`src/rtl/vwt_pkg.sv`:
```
// ----------------------------------------------------------------------------
// vwt_pkg: shared types and constants for the vertex weld table
// Sizes of the vertex store, the point record and the sequencer states.
// ----------------------------------------------------------------------------
package vwt_pkg;

  // Vertex store size and the widths that follow from it
  localparam int unsigned MaxVertices = 1024;
  localparam int unsigned IdxW        = $clog2(MaxVertices);
  localparam int unsigned CntW        = $clog2(MaxVertices + 1);

  // Field widths
  localparam int unsigned CoordW = 32;
  localparam int unsigned TolW   = 31;
  localparam int unsigned IdW    = 11;
  localparam int unsigned PointW = 3 * CoordW;

  localparam logic [CntW-1:0] MaxCount = CntW'(MaxVertices);

  // One point in signed Q16.16
  typedef struct packed {
    logic signed [CoordW-1:0] x;
    logic signed [CoordW-1:0] y;
    logic signed [CoordW-1:0] z;
  } point_t;

  // Sequencer states
  typedef enum logic [1:0] {
    StIdle,
    StScan,
    StFinish
  } state_e;

endpackage

```
`src/rtl/vwt_near_unit.sv`:
```
// ----------------------------------------------------------------------------
// vwt_near_unit: per-axis tolerance compare
// Checks that each axis of a stored vertex lies within the tolerance of the
// probe point, using differences wide enough never to overflow.
// ----------------------------------------------------------------------------
module vwt_near_unit (
  input  vwt_pkg::point_t               point_i,
  input  vwt_pkg::point_t               vertex_i,
  input  logic [vwt_pkg::TolW-1:0]      tol_i,
  output logic                          near_o
);
  import vwt_pkg::*;

  localparam int unsigned DiffW = CoordW + 2;

  logic signed [DiffW-1:0] tol_pos;
  logic signed [DiffW-1:0] tol_neg;
  logic                    near_x;
  logic                    near_y;
  logic                    near_z;

  // Accept a difference in the closed range [-tol, tol]
  function automatic logic axis_near(input logic signed [CoordW-1:0] a,
                                     input logic signed [CoordW-1:0] b,
                                     input logic signed [DiffW-1:0]  lo,
                                     input logic signed [DiffW-1:0]  hi);
    logic signed [DiffW-1:0] diff;
    diff = DiffW'(a) - DiffW'(b);
    return (diff <= hi) && (diff >= lo);
  endfunction

  assign tol_pos = signed'({{(DiffW - TolW){1'b0}}, tol_i});
  assign tol_neg = -tol_pos;

  // Compare all three axes side by side
  assign near_x = axis_near(vertex_i.x, point_i.x, tol_neg, tol_pos);
  assign near_y = axis_near(vertex_i.y, point_i.y, tol_neg, tol_pos);
  assign near_z = axis_near(vertex_i.z, point_i.z, tol_neg, tol_pos);
  assign near_o = near_x & near_y & near_z;

endmodule
```
`config.mk`:
```
export PLATFORM = sky130hd
export DESIGN_NAME = vwt_near_unit
export DESIGN_NICKNAME = d
export VERILOG_FILES = /design/src/rtl/vwt_pkg.sv /design/src/rtl/vwt_near_unit.sv
export SDC_FILE = /design/constraint.sdc
export NUM_CORES = 1
export LEC_CHECK = 0
export ABC_AREA = 1
export BUFFER_PORTS_ARGS = -buffer_cell sky130_fd_sc_hd__clkbuf_2
export CORE_MARGIN = 8
export CORE_UTILIZATION = 33
export DETAILED_ROUTE_END_ITERATION = 8
export PLACE_DENSITY = 0.59
export SLEW_MARGIN = 20
export SYNTH_ARGS = -nofsm -noshare
export SYNTH_HDL_FRONTEND = slang
export SYNTH_SLANG_ARGS = --single-unit
```
`constraint.sdc`:
```
create_clock -name vclk -period 6.79
set_input_delay 1.358 -clock vclk [all_inputs]
set_output_delay 1.358 -clock vclk [all_outputs]
set_load 0.05 [all_outputs]
```
==> flow_summary.ini <==
[run_status]
status = finished clean

[min_path]
hold_path_class = in -> out

[final_layout]
clock_buffers = 0
nets = 2580
drive_gt1_share_pct = 15.61
syn_to_final_growth_pct = 19.83
numSequentialCells = 0
register_area_um2 = 0
final_cells = 2506

[sta]
max-slew-margin-rel_pct = 46.08
worstMarginPinSlew_ps = 801.4
fmax_mhz = 152.8
final_max_slew_viol_count = 0
fin_crit_ps = 6544
fin_crit_sh_pct = 96.38
finalSetupViolCount = 0
setup-tns-final_ps = 0
hold_violations = 0

[critical_path]
path_common_cell = nand4_1
cp.arrival_ps = 5190
cp-end-kind = output port
startpoint_type = primary input
crit_required_ps = 5430
slowest_delay_ps = 280
slowest_stage = nor3_4
path_max_fanout = 4
crit_type = in -> out

[route]
vias = 12735
first_pass_iters = 5
drc = 0
routedWlPerCell_um = 16.08
wl_um = 40300
via_per_inst = 5.082
detail-route-antenna-nets = 0
drt_iter0_drc = 540

[grt]
antenna_found_initial = 1
grt_usage_pct = 19.46
grt_pass1_vias = 12487
grt_max_degree = 8
grt_pass1_wl_um = 62100
grt_overflow_total = 0

[place]
dpl.hpwl_um = 37040
portBuffers = 224
dpl.cell_count = 2489
place_congestion = 0.9634

[logic_synthesis]
syn-cell-area_mm2 = 0.01096
post-synth-top-count-cell = nand2_1
synthCells = 1808
syn_nets = 2323
synth.area.top_cells = ha_1 33%, nand2_1 15%, inv_1 10%, a21oi_1 8.4%, xor2_1 6.3%
synth.avg_cell_area_um2 = 6.064
yosys_warnings = 0
yosysSeqAreaShare_pct = 0
synth_top_area_cell = ha_1
synth_top_cells_by_count = 433 x nand2_1, 291 x inv_1, 289 x ha_1
synth_top_area_share_pct = 32.98
ys_types = 42

[power]
switching_share_pct = 62.15
p_leak_nw = 7.493
pwr_density_cell_mw_per_mm2 = 113.4
peakVddDrop_mv = 0.03547
p_int_mw = 0.5641
p_seq_share_pct = 0
combinationalPowerShare_pct = 100.0
switching_power_mw = 0.9263
pwr-share-clk_pct = 0
p_total_mw = 1.490

[cts]
cts_hold_buf = 0

[floorplan]
design.core.area_mm2 = 0.03262
dieHeight_um = 198.3
die-area_mm2 = 0.03931
die_w_um = 198.3
start_util_pct = 33.61
io_pins = 224
rows = 66

[run]
maxCapViolations = 0
-- cell usage in the layout, fill, tap and decap left out, types with 3 or more instances in the layout --
cell	n
nor4_1	15
nand3b_1	3
o21a_1	9
o21ai_2	11
nor2_2	12
xor2_2	4
nand3_1	48
xnor2_1	24
nor2_4	5
a31oi_1	8
a221oi_1	6
a21boi_0	3
clkbuf_2	222
nand4_4	4
nor3_4	3
nand2_1	427
inv_1	290
nand4_1	40
a21oi_1	178
a21oi_2	6
buf_4	30
a21o_1	33
nand2_2	7
o21ai_1	6
o21bai_1	14
ha_4	3
o21ai_0	67
nor2_1	151
ha_1	286
xor2_1	75
nor3_1	43
-- worst max-delay path, delay by kind of cell --
kind | cells | cell delay, ps
and+or+nand+nor | 20 | 2700
buffers and inverters | 6 | 750
adders and majority gates | 2 | 340
-- logic make-up after synthesis --
| kind of cell | synth area share [%] |
|---|---|
| AO/OA/AOI/OAI | 18.48 |
| XOR/XNOR | 8.228 |
| buffers and inverters | 10.03 |
| adder cells (fa/ha/maj) | 33.53 |
| AND/OR/NAND/NOR | 29.74 |
-- power groups by stage --
stage | clock [mW] | combinational [mW] | sequential, mW
after floorplan | 0 | 0.997 | 0
after global placement | 0 | 1.41 | 0
after detailed placement | 0 | 1.44 | 0
after CTS | 0 | 1.45 | 0
after global routing | 0.0000000197 | 1.70 | 0
final | 0.0000000199 | 1.49 | 0
-- per-layer routing --
| layer | GRT usage, % | up-vias | wire length, µm |
|---|---|---|---|
| li1 | - | 6591 | - |
| met1 | 25.07 | 5688 | 18220 |
| met2 | 33.96 | 393 | 18500 |
| met3 | 1.392 | 63 | 2115 |
| met4 | 6.250 | 0 | 1462 |
| met5 | 0 | - | 0 |
-- worst paths after layout --
check	from	end	slack, ps	cells past startpoint
worst max-delay path	tol_i[0]	near_o	250	28
worst min-delay path	vertex_i[95]	near_o	3670	9
-- what timing repair did --
item | CTS | global route
buffers inserted | 0 | 16
resized for setup | 6 | 55
pin swaps | 1 | 16
setup endpoints to repair | 1 | 1
-- final cells by class --
class | instances | area [µm²]
fill | 3530 | 19480
tap | 442 | 553.0
antenna | 1 | 2.502
inverter | 293 | 1102
multi-input combinational | 1515 | 10100
timing repair buffer | 255 | 1381
-- stage by stage --
step,worst slack (ps),utilization (%),hold slack (ps),area (µm²)
2_1_floorplan,613.0,-,3268,10960
3_3_place_gp,-31.95,39.14,3659,12770
3_5_place_dp,-98.34,39.14,3655,12770
4_1_cts,1.553,39.20,3659,12790
5_1_grt,-24.70,40.28,3740,13140
6_report,245.6,40.28,3672,13140
Note: power is estimated with default switching activity, not from simulation.
